[src/hw/rtl/sale_pkg.sv]
// types and constants shared by the level estimator controller and datapath
// no dependencies
`timescale 1ns / 1ps

package sale_pkg;

  typedef enum logic [4:0] {
    S_IDLE, S_ACC, S_DLOG_LD, S_DLOG, S_DMUL, S_DISP,
    S_SQA_LD, S_SQA, S_AGC, S_SQD_LD, S_SQD, S_DAC,
    S_TLOG_LD, S_TLOG, S_TMUL, S_SIG, S_OUT
  } state_t;

  typedef enum logic [2:0] {
    REG_BAND_LOW, REG_BAND_HIGH, REG_NCO, REG_LEVEL_SEL,
    REG_SMOOTH, REG_CW_LOW, REG_CW_HIGH
  } cfg_reg_t;

  typedef enum logic [1:0] {
    MODE_CW, MODE_NCO, MODE_BAND, MODE_PEAK
  } level_sel_t;

  localparam int POW_W  = 15;
  localparam int LVL_W  = 16;
  localparam int SIG_W  = 9;
  localparam int CW_W   = 21;
  localparam int NCO_W  = 18;
  localparam int BAND_W = 23;

  localparam logic [18:0] LOG_K       = 19'd454261;
  localparam logic [22:0] RMS_LIMIT   = 23'd160000;
  localparam logic [31:0] RMS_SCALE   = 32'd25600;
  localparam logic signed [17:0] DB_ZERO   = -18'sd11796;
  localparam logic signed [17:0] DB_OFFSET = 18'sd5888;
  localparam logic [3:0] LAST_STEP = 4'd15;

  typedef struct packed {
    logic capture;
    logic acc;
    logic log_load;
    logic log_total;
    logic log_step;
    logic log_mul;
    logic disp_update;
    logic sq_load;
    logic sq_peak;
    logic sq_step;
    logic agc_update;
    logic dac_update;
    logic sig_update;
    logic out_load;
  } cmd_t;

  typedef struct packed {
    logic upd;
    logic last;
    logic log_done;
    logic sq_done;
    logic out_busy;
  } stat_t;

endpackage

[src/hw/rtl/sale_ctrl.sv]
// sequencer for the level estimator: one bin at a time through log, sqrt and smoothing
// depends on sale_pkg
`timescale 1ns / 1ps

module sale_ctrl (
  input  logic           clk,
  input  logic           rst,
  input  logic           in_valid,
  output logic           in_stall,
  input  sale_pkg::stat_t stat,
  output sale_pkg::cmd_t  cmd
);
  import sale_pkg::*;

  state_t state, state_next;

  always_ff @(posedge clk) begin
    if (rst) begin
      state <= S_IDLE;
    end else begin
      state <= state_next;
    end
  end

  always_comb begin
    state_next = state;
    case (state)
      S_IDLE:    if (in_valid) state_next = S_ACC;
      S_ACC: begin
        if (stat.upd) state_next = S_DLOG_LD;
        else if (stat.last) state_next = S_SQA_LD;
        else state_next = S_OUT;
      end
      S_DLOG_LD: state_next = S_DLOG;
      S_DLOG:    if (stat.log_done) state_next = S_DMUL;
      S_DMUL:    state_next = S_DISP;
      S_DISP:    state_next = stat.last ? S_SQA_LD : S_OUT;
      S_SQA_LD:  state_next = S_SQA;
      S_SQA:     if (stat.sq_done) state_next = S_AGC;
      S_AGC:     state_next = S_SQD_LD;
      S_SQD_LD:  state_next = S_SQD;
      S_SQD:     if (stat.sq_done) state_next = S_DAC;
      S_DAC:     state_next = S_TLOG_LD;
      S_TLOG_LD: state_next = S_TLOG;
      S_TLOG:    if (stat.log_done) state_next = S_TMUL;
      S_TMUL:    state_next = S_SIG;
      S_SIG:     state_next = S_OUT;
      S_OUT:     if (!stat.out_busy) state_next = S_IDLE;
      default:   state_next = S_IDLE;
    endcase
  end

  always_comb begin
    cmd = '0;
    in_stall = (state != S_IDLE);
    case (state)
      S_IDLE:    cmd.capture = in_valid;
      S_ACC:     cmd.acc = 1'b1;
      S_DLOG_LD: cmd.log_load = 1'b1;
      S_DLOG:    cmd.log_step = 1'b1;
      S_DMUL:    cmd.log_mul = 1'b1;
      S_DISP:    cmd.disp_update = 1'b1;
      S_SQA_LD:  cmd.sq_load = 1'b1;
      S_SQA:     cmd.sq_step = 1'b1;
      S_AGC:     cmd.agc_update = 1'b1;
      S_SQD_LD: begin
        cmd.sq_load = 1'b1;
        cmd.sq_peak = 1'b1;
      end
      S_SQD:     cmd.sq_step = 1'b1;
      S_DAC:     cmd.dac_update = 1'b1;
      S_TLOG_LD: begin
        cmd.log_load = 1'b1;
        cmd.log_total = 1'b1;
      end
      S_TLOG:    cmd.log_step = 1'b1;
      S_TMUL:    cmd.log_mul = 1'b1;
      S_SIG:     cmd.sig_update = 1'b1;
      S_OUT:     cmd.out_load = !stat.out_busy;
      default:   cmd = '0;
    endcase
  end

  // scaling multiply only after the last squaring step
  a_mul_after_log: assert property (@(posedge clk) disable iff (rst)
    cmd.log_mul |-> $past(cmd.log_step) && $past(stat.log_done))
    else $error("log multiply without finished iterations");

  a_capture_to_acc: assert property (@(posedge clk) disable iff (rst)
    cmd.capture |=> state == S_ACC)
    else $error("captured bin not accumulated");

  a_sqrt_done: assert property (@(posedge clk) disable iff (rst)
    (cmd.agc_update || cmd.dac_update) |-> $past(stat.sq_done))
    else $error("rms update before sqrt finished");

endmodule

[config.mk]
export PLATFORM = sky130hd
export DESIGN_NAME = sale_ctrl
export DESIGN_NICKNAME = d
export VERILOG_FILES = /design/src/hw/rtl/sale_pkg.sv /design/src/hw/rtl/sale_ctrl.sv
export SDC_FILE = /design/constraint.sdc
export NUM_CORES = 1
export LEC_CHECK = 0
export BUFFER_PORTS_ARGS = -buffer_cell sky130_fd_sc_hd__buf_2
export CORE_MARGIN = 3
export CORE_UTILIZATION = 40
export DETAILED_ROUTE_END_ITERATION = 8
export PLACE_DENSITY = 0.8
export SLEW_MARGIN = 5
export SYNTH_ARGS = -nofsm -noshare
export SYNTH_HDL_FRONTEND = slang
export SYNTH_SLANG_ARGS = --single-unit
export TNS_END_PERCENT = 1
[constraint.sdc]
create_clock -name clk -period 1.72 [get_ports clk]
set_clock_uncertainty 0.2 [all_clocks]
set_input_delay 0.344 -clock clk [delete_from_list [all_inputs] [get_ports clk]]
set_output_delay 0.344 -clock clk [all_outputs]
set_load 0.05 [all_outputs]
==> reports/qor.log, run 1 <==
qor: status.status stopped before the end
qor: status.stop_stage global routing
qor: status.tool.error [ERROR DPL-0038] Utilization greater than 100%, impossible to legalize
qor: synth.post_synthesis_compound_gate_area_fraction 0.233
qor: place.placer_congestion_estimate 0.843
qor: floorplan.floorplan.initialDensity 0.463
qor: synth.synth_xor_area_frac 0
qor: timing.grt_worst_setup_endpoint cmd[11]
qor: synth.synth_cells 76
qor: synth.cells_taking_the_most_area_after_synthesis sky130_fd_sc_hd__dfxtp_1 (18%), sky130_fd_sc_hd__nand2b_1 (6.7%), sky130_fd_sc_hd__nor3_1 (5.3%)
qor: synth.yosysTopAreaCellShare 0.178
qor: synth.synthesis.yosys.warnings 0
qor: place.placement.io_buffers 22
qor: synth.mappedNetlistArea 563 sq um
qor: clock_tree.htree_num_levels 1
qor: synth.post_synth_most_frequent_cells sky130_fd_sc_hd__nor2_1 (8), sky130_fd_sc_hd__nand2b_1 (6), sky130_fd_sc_hd__nor3_1 (6)
qor: synth.synth_largest_area_cell sky130_fd_sc_hd__dfxtp_1
qor: synth.postSynth.asyncResetShare 0
qor: synth.synth_seq_area_share 0.178
qor: timing.endpoint_type output port
qor: clock_tree.hold_buf_count_cts 0
qor: clock_tree.numClockSinks 5
qor: clock_tree.cts-root-to-sink-buffers 2
qor: synth.synth_most_common_cell sky130_fd_sc_hd__nor2_1
qor: synth.ff_latch_count_synth 5
qor: synth.dominant_combinational_cell_family_by_area_after_synthesis simple AND/OR/NAND/NOR gates
qor: clock_tree.cts_buffers 3
qor: synth.synth_cell_type_count 34
qor: synth.yosys_most_used_dff sky130_fd_sc_hd__dfxtp_1
qor: clock_tree.cts_root_buffer sky130_fd_sc_hd__clkbuf_4
qor: synth.synthesis.nets 84
qor: floorplan.die_h 43.5 um
qor: synth.synth_simple_gate_area_frac 0.491
qor: global_routing.grt_max_degree 13
qor: synth.synth_edf_count 0
qor: floorplan.placement_rows 12
qor: floorplan.design.portCount 23
qor: synth.synth_area_per_cell 7.41 sq um
qor: synth.synthAdderAreaFrac 0
qor: floorplan.die_width 43.5 um
qor: place.dp.final_hpwl 1.51 mm
qor: synth.synth.area.mux_share 0.0178
logic make-up after synthesis:
family / count (synthesis)
AO/OA/AOI/OAI: 14
flip-flops: 5
buffers and inverters: 9
AND/OR/NAND/NOR: 47
multiplexers: 1
metrics by stage:
stage / instances / worst slack [ps] / instance area, sq um
floorplan: 76 / -253 / 697
global placement: 130 / -241 / 966
detailed placement: 130 / -258 / 966
CTS: 135 / -294 / 1150
repair_timing:
| action | in CTS |
|---|---|
| pin swaps | 7 |
| endpoints found under the setup margin | 19 |
| resized for setup | 50 |
| setup buffers | 1 |
| cloned | 0 |
==> run 2: changes to the inputs <==
Settings changed: CORE_AREA from default to 3 3 64 66, CORE_MARGIN 3 to default, CORE_UTILIZATION 40 to default, DIE_AREA from default to 0 0 67 69, PLACE_DENSITY 0.8 to default, PLACE_DENSITY_LB_ADDON from default to 0.15.
Clock period 1.72 ns to 2.25 ns, I/O delays scaled along.
==> run 2 against run 1 <==
The flow now finishes without violations. Area after synthesis is the same. Synthesized cell count is the same.
==> reports/qor.log, run 2 <==
qor: status.status completed
qor: clock_tree.worstSkewPairLatency 220 ps
qor: global_routing.grt_max_degree 15
qor: synth.synth_cell_type_count 34 [unchanged]
qor: cells_and_area.final_net_count 111
qor: power_and_ir_drop.combPwrFrac 0.625
qor: power_and_ir_drop.share_clk_of_total_power 0.189
qor: global_routing.grt_first_pass_wirelength 2.88 mm
qor: drt.drc 0
qor: synth.yosys_most_used_dff sky130_fd_sc_hd__dfxtp_1
qor: drt.detail_route.wl_per_cell 11.8 um
qor: place.placement.io_buffers 22 [unchanged]
qor: synth.synth_area_per_cell 7.41 sq um [unchanged]
qor: timing.tightest_pin_transition 438 ps
qor: power_and_ir_drop.power.share.sequential 0.186
qor: drt.drt.antenna.violating_nets 0
qor: drt.avgViaCountPerCell 4.36
qor: cells_and_area.largest_registers state x5
qor: synth.mappedNetlistArea 563 sq um [unchanged]
qor: floorplan.coreArea 3630 sq um
qor: timing.finalHoldViolations 0
qor: timing.period_share 0.970
qor: place.numPlacedInstances 146 [+12%]
qor: cells_and_area.largest_register_ff_count 5
qor: synth.synth_edf_count 0 [unchanged]
qor: place.post-place-ws 163 ps [+421 ps]
qor: floorplan.design.portCount 23 [unchanged]
qor: clock_tree.tritoncts yes
qor: critical_path.r2r_setup_slack 410 ps
qor: critical_path.worstPathArrival 1530 ps
qor: critical_path.critical_path.reg2reg.endpoint state[1]
qor: power_and_ir_drop.power_switching_share 0.523
qor: cells_and_area.finish.utilization 0.232
qor: place.placer_congestion_estimate 0.717 [-15%]
qor: clock_tree.cts-root-to-sink-buffers 2 [unchanged]
qor: cells_and_area.layout.cells.most_common sky130_fd_sc_hd__buf_2
qor: place.dp.final_hpwl 1.37 mm [-8.9%]
qor: timing.post-route-worst-setup-slack 68.1 ps
qor: floorplan.die_h 69 um [+59%]
qor: timing.slew_headroom 0.700
qor: synth.synth_most_common_cell sky130_fd_sc_hd__nor2_1
qor: place.placement.cell_area 757 sq um [-22%]
qor: synth.synth_largest_area_cell sky130_fd_sc_hd__dfxtp_1
qor: power_and_ir_drop.power_switching 470 uW
qor: floorplan.die_width 67 um [+54%]
qor: floorplan.floorplan.initialDensity 0.155 [-0.308]
qor: global_routing.via_count_of_the_first_global_routing_pass 605
qor: clock_tree.cts_buffers 3 [unchanged]
qor: critical_path.setup.worst_path.end_class primary output
qor: min_path.hp-class in2reg
qor: min_path.worst_hold_path_endpoint state[4]
qor: drt.dr.first_iter.drc_count 16
qor: synth.ff_latch_count_synth 5 [unchanged]
qor: power_and_ir_drop.internal_power_of_the_cells 429 uW
qor: min_path.timing.hold.worst.start rst
qor: synth.synthesis.yosys.warnings 0 [unchanged]
qor: cells_and_area.fillers 418
qor: synth.yosysTopAreaCellShare 0.178 [unchanged]
qor: timing.finalMaxSlewViolations 0
qor: timing.setup_viol 0
qor: clock_tree.cts_setup_buffers 0 [-1]
qor: timing.fmax 458 MHz
qor: cells_and_area.layout-area-overhead-vs-synth 50.0%
qor: synth.synth_seq_area_share 0.178 [unchanged]
qor: critical_path.worstSetupPathType reg2out
qor: power_and_ir_drop.power.ir.vdd_worst 180 uV
qor: global_routing.antenna_found_initial 0
qor: clock_tree.htree_num_levels 1 [unchanged]
qor: synth.synth_cells 76 [unchanged]
qor: clock_tree.numClockSinks 5 [unchanged]
qor: power_and_ir_drop.power.density_cell_area 1060 nW/um^2
qor: cells_and_area.reg_with_most_ffs state
qor: cells_and_area.most-common-layout-cells sky130_fd_sc_hd__buf_2 (18), sky130_fd_sc_hd__buf_4 (9), sky130_fd_sc_hd__nor2_1 (8)
qor: flow_run.cap_violations 0
qor: power_and_ir_drop.cellLeakagePower 0.000334 uW
qor: drt.drtPass1Iterations 3
qor: timing.minimum_clock_period 2180 ps
qor: global_routing.grt.overflow.total 0
qor: floorplan.placement_rows 22 [+10]
qor: synth.synthesis.nets 84 [unchanged]
qor: floorplan.die_area 4620 sq um
qor: critical_path.crit_path_max_fanout 5
qor: critical_path.regToRegStartpoint state[0]
qor: critical_path.reg2regPathDepth 5
qor: clock_tree.cts_root_buffer sky130_fd_sc_hd__clkbuf_8
qor: drt.drt_wl_total 1.76 mm
qor: cells_and_area.antenna_cells 0
qor: critical_path.required 1600 ps
qor: cells_and_area.final_area 845 sq um
qor: cells_and_area.layoutNonFillerInstCount 150
qor: cells_and_area.layout-drive-gt1-share 0.441
qor: timing.fin_tns_setup 0 ps
qor: synth.post_synth_most_frequent_cells sky130_fd_sc_hd__nor2_1 (8), sky130_fd_sc_hd__nand2b_1 (6), sky130_fd_sc_hd__nor3_1 (6)
qor: min_path.min_delay_path_depth 2
qor: clock_tree.clk_pin_slew_worst_paths 40 ps
qor: drt.num_vias 654
qor: global_routing.grt.total_usage 0.0820
qor: timing.rsz0062_at_grt true
qor: synth.postSynth.asyncResetShare 0 [unchanged]
qor: synth.cells_taking_the_most_area_after_synthesis sky130_fd_sc_hd__dfxtp_1 (18%), sky130_fd_sc_hd__nand2b_1 (6.7%), sky130_fd_sc_hd__nor3_1 (5.3%)
qor: critical_path.startpoint_type flip-flop
[run 2: cell counts after synthesis]
Identical to the previous run, type by type.
[run 2: power groups by stage]
| stage | logic, uW | clock network (uW) | registers (uW) |
|---|---|---|---|
| floorplan | 446 | 0 | 131 |
| global placement | 546 | 0 | 157 |
| detailed placement | 538 | 0 | 159 |
| CTS | 551 | 176 | 160 |
| global route | 608 | 184 | 175 |
| finish | 561 | 170 | 167 |
[run 2: critical path, stage by stage, from the launching register on]
cell,delay [ps]
sky130_fd_sc_hd__dfxtp_2,350
sky130_fd_sc_hd__or3b_4,400
sky130_fd_sc_hd__and2_1,180
sky130_fd_sc_hd__nor3_1,140
sky130_fd_sc_hd__buf_4,230
[run 2: stage by stage]
stage / total power, uW / hold WS (ps)
2_1_floorplan: 577 / 319
3_3_place_gp: 703 / 429
3_5_place_dp: 697 / 447
4_1_cts: 887 / 292
5_1_grt: 966 / 291
6_report: 898 / 283
[run 2: how the worst max path moves through the flow]
stage	start	end	slack, ps	cells after the start
after floorplan	state[2]	cmd[11]	-410	4
after global placement	state[0]	cmd[13]	170	4
after detailed placement	state[0]	cmd[13]	160	4
after CTS	state[3]	cmd[12]	0.02	4
after global routing	state[1]	cmd[6]	-20	6
final	state[1]	cmd[11]	70	4
[run 2: layout make-up]
class	instances	area [sq um]	area share
clock buffer	4	45.0	0.0533
inverter	3	11.3	0.0133
multi-input combinational	62	453	0.536
sequential	5	106	0.126
tap	48	60.1	0.0711
timing repair buffer	28	169	0.200
[run 2: kinds of logic after synthesis]
kind of cell / synth area share
and+or+nand+nor: 0.491
AOI/OAI and AO/OA: 0.233
buffers and inverters: 0.0800
DFF: 0.178
muxes: 0.0178
[run 2: what timing repair did]
item,4_1_cts,5_1_grt
resized for setup,4,11
gates cloned,0,0
setup endpoints to repair,5,11
hold buffers,0,0
[run 2: layer usage]
layer	share of wire	global-route usage	vias to the layer above	wire [um]
met4	0.028	0.0608	0	50
met5	0	0	-	0
li1	-	-	334	-
met3	0.048	0.0130	5	84
met2	0.47	0.124	17	825
met1	0.46	0.101	298	803
Note: power is estimated with default switching activity, not from simulation.
==> run 3: changes to the inputs <==
Clock period 2.25 ns to 1.8 ns, I/O delays scaled along.
==> run 3 against run 2 <==
Via count rose by 13%. The flow now finishes with violations (negative setup slack). Count of clock-buffer cells in the layout did not move. Critical path depth did not move. Largest power group unchanged. Critical path type unchanged. Critical endpoint is now cmd[4]. Highest routed layer is now met3.
==> reports/qor.log, run 3 (synthesized netlist as in run 2, its figures left out) <==
qor: drt.detail_route.wl_per_cell 11.8 um [+0.42%]
qor: global_routing.grt.total_usage 0.100 [+0.0181]
qor: drt.avgViaCountPerCell 4.31 [-1.2%]
qor: cells_and_area.most-common-layout-cells sky130_fd_sc_hd__buf_4 (22), sky130_fd_sc_hd__buf_6 (19), sky130_fd_sc_hd__buf_2 (7)
qor: timing.post-route-worst-setup-slack -180 ps [-249 ps]
qor: floorplan.die_width 67 um [unchanged]
qor: timing.finalMaxSlewViolations 0 [unchanged]
qor: clock_tree.htree_num_levels 1 [unchanged]
qor: place.placer_congestion_estimate 0.768 [+7.0%]
qor: clock_tree.hold_buf_count_cts 0 [unchanged]
qor: timing.finalHoldViolations 0 [unchanged]
qor: global_routing.via_count_of_the_first_global_routing_pass 780 [+29%]
qor: place.dp.final_hpwl 1.59 mm [+16%]
qor: clock_tree.clk_pin_slew_worst_paths 40 ps [about the same]
qor: global_routing.grt_first_pass_wirelength 3.57 mm [+24%]
qor: clock_tree.tritoncts yes
qor: timing.period_share 1.10
qor: flow_run.cap_violations 0 [unchanged]
qor: global_routing.grt_max_degree 15 [unchanged]
qor: cells_and_area.reg_with_most_ffs state
qor: critical_path.startpoint_type flip-flop
qor: status.violations_in_the_final_reports negative setup slack
qor: timing.tightest_pin_transition 445 ps [+6.71 ps]
qor: drt.drt_wl_total 2.03 mm [+15%]
qor: power_and_ir_drop.cellLeakagePower 0.000483 uW [+45%]
qor: critical_path.required 1240 ps [-360 ps]
qor: power_and_ir_drop.final_power 1600 uW [+78%]
qor: timing.rsz0062_at_grt true
qor: global_routing.antenna_found_initial 0 [unchanged]
qor: floorplan.design.portCount 23 [unchanged]
qor: timing.slew_headroom 0.696 [-0.00459]
qor: timing.fmax 505 MHz
qor: cells_and_area.layout.cells.most_common sky130_fd_sc_hd__buf_4
qor: global_routing.grt.overflow.total 0 [unchanged]
qor: power_and_ir_drop.power.density_cell_area 1260 nW/um^2 [+18%]
qor: clock_tree.cts_root_buffer sky130_fd_sc_hd__clkbuf_8
qor: min_path.hp-class in2reg
qor: power_and_ir_drop.power.ir.vdd_worst 510 uV [+180%]
qor: drt.route.met3.wl 49 um [-42%]
qor: critical_path.crit_path_top_delay_cell sky130_fd_sc_hd__or3b_4
qor: cells_and_area.final_net_count 133 [+20%]
qor: drt.dr.first_iter.drc_count 22 [+6]
qor: critical_path.crit_path_max_fanout 6 [+1]
qor: cells_and_area.antenna_cells 0 [unchanged]
qor: critical_path.setup.worst_path.end_class primary output
qor: place.placement.cell_area 1010 sq um [+33%]
qor: place.placement.io_buffers 22 [unchanged]
qor: floorplan.placement_rows 22 [unchanged]
qor: drt.top_layer_used met3
qor: critical_path.worstSetupPathType reg2out
qor: cells_and_area.final_area 1270 sq um [+51%]
qor: drt.drt.antenna.violating_nets 0 [unchanged]
qor: drt.drtPass1Iterations 4 [+1]
qor: critical_path.worstPathArrival 1420 ps [-110 ps]
qor: critical_path.critical_path.cell_chain or3b_4 > buf_6 > a21oi_2 > buf_6
qor: drt.wirelength_met1 866 um [+7.8%]
qor: floorplan.floorplan.initialDensity 0.155 [unchanged]
qor: cells_and_area.fillers 385 [-7.9%]
qor: cells_and_area.layout-drive-gt1-share 0.677 [+0.236]
qor: cells_and_area.layout-area-overhead-vs-synth 126%
qor: floorplan.die_area 4620 sq um [unchanged]
qor: cells_and_area.largest_register_ff_count 5 [unchanged]
qor: drt.drc 0 [unchanged]
qor: clock_tree.cts-root-to-sink-buffers 2 [unchanged]
qor: clock_tree.cts_buffers 3 [unchanged]
qor: place.post-place-ws -141 ps [-303 ps]
qor: drt.num_vias 741 [+13%]
qor: clock_tree.worstSkewPairLatency 220 ps [about the same]
qor: critical_path.max_stage_delay 400 ps [about the same]
qor: cells_and_area.largest_registers state x5
qor: cells_and_area.finish.utilization 0.351 [+0.118]
qor: drt.met2RoutedLength 1.11 mm [+35%]
qor: timing.setup_viol 18 [+18]
qor: critical_path.most_frequent_cell_on_the_critical_path sky130_fd_sc_hd__buf_6
qor: floorplan.coreArea 3630 sq um [unchanged]
qor: timing.minimum_clock_period 1980 ps
qor: floorplan.die_h 69 um [unchanged]
qor: status.status finished with violations
qor: clock_tree.numClockSinks 5 [unchanged]
-- run 3: cell count changes in the layout (fill, tap and decap cells not counted), moves of 3 or more --
cell	change
sky130_fd_sc_hd__nor2_2	+3
sky130_fd_sc_hd__dfxtp_2	-3
sky130_fd_sc_hd__nor3_4	+5
sky130_fd_sc_hd__dfxtp_4	+3
sky130_fd_sc_hd__nor2_1	-5
sky130_fd_sc_hd__buf_6	+18
sky130_fd_sc_hd__buf_4	+13
sky130_fd_sc_hd__buf_2	-11
sky130_fd_sc_hd__nor3_1	-5
-- run 3: final timing paths --
check,from,to,slack [ps],depth (start not counted)
setup / recovery,state[3],cmd[4],-180,4
hold / removal,rst,state[4],200,2
setup reg to reg,state[2],state[1],-120,6
hold reg to reg,state[4],state[4],410,2
-- run 3: per-layer routing --
metal  GRT usage  vias to the layer above
li1            -                      379
met1       0.124                      350
met4      0.0405                        0
met5           0                        -
met2       0.165                       12
met3      0.0195                        0
-- run 3: what timing repair did --
action,CTS,global route
resized for setup,51,7
pin swaps,9,2
buffers inserted,4,0
endpoints found under the setup margin,19,19
-- run 3: power by group --
part | internal, uW | switching (uW) | total (uW)
registers | 149 | 47.3 | 196
logic | 555 | 642 | 1200
clock network | 152 | 57.0 | 209
-- run 3: area by class of cell --
cell class / count / area [sq um] / area share
Multi-Input combinational cell: 62 / 599 / 0.471
Tap cell: 48 / 60.1 / 0.0472
Clock buffer: 4 / 45.0 / 0.0354
Timing Repair Buffer: 50 / 444 / 0.349
Sequential cell: 5 / 114 / 0.0894
Inverter: 3 / 11.3 / 0.00884
-- run 3: metrics by stage --
stage               setup TNS, ps  cells  hold WS (ps)
global placement            -1300    164           419
global route                -3000    172           219
CTS                         -2090    172           199
detailed placement          -1330    164           437
floorplan                   -1180     76           229
finish                      -1670    172           195
-- run 3: critical path: cells and delay by family, from the launching register on --
| family | cells | cell delay (ps) |
|---|---|---|
| and+or+nand+nor | 1 | 400 |
| AOI/OAI and AO/OA | 1 | 120 |
| buffers and inverters | 2 | 300 |
| DFF | 1 | 380 |
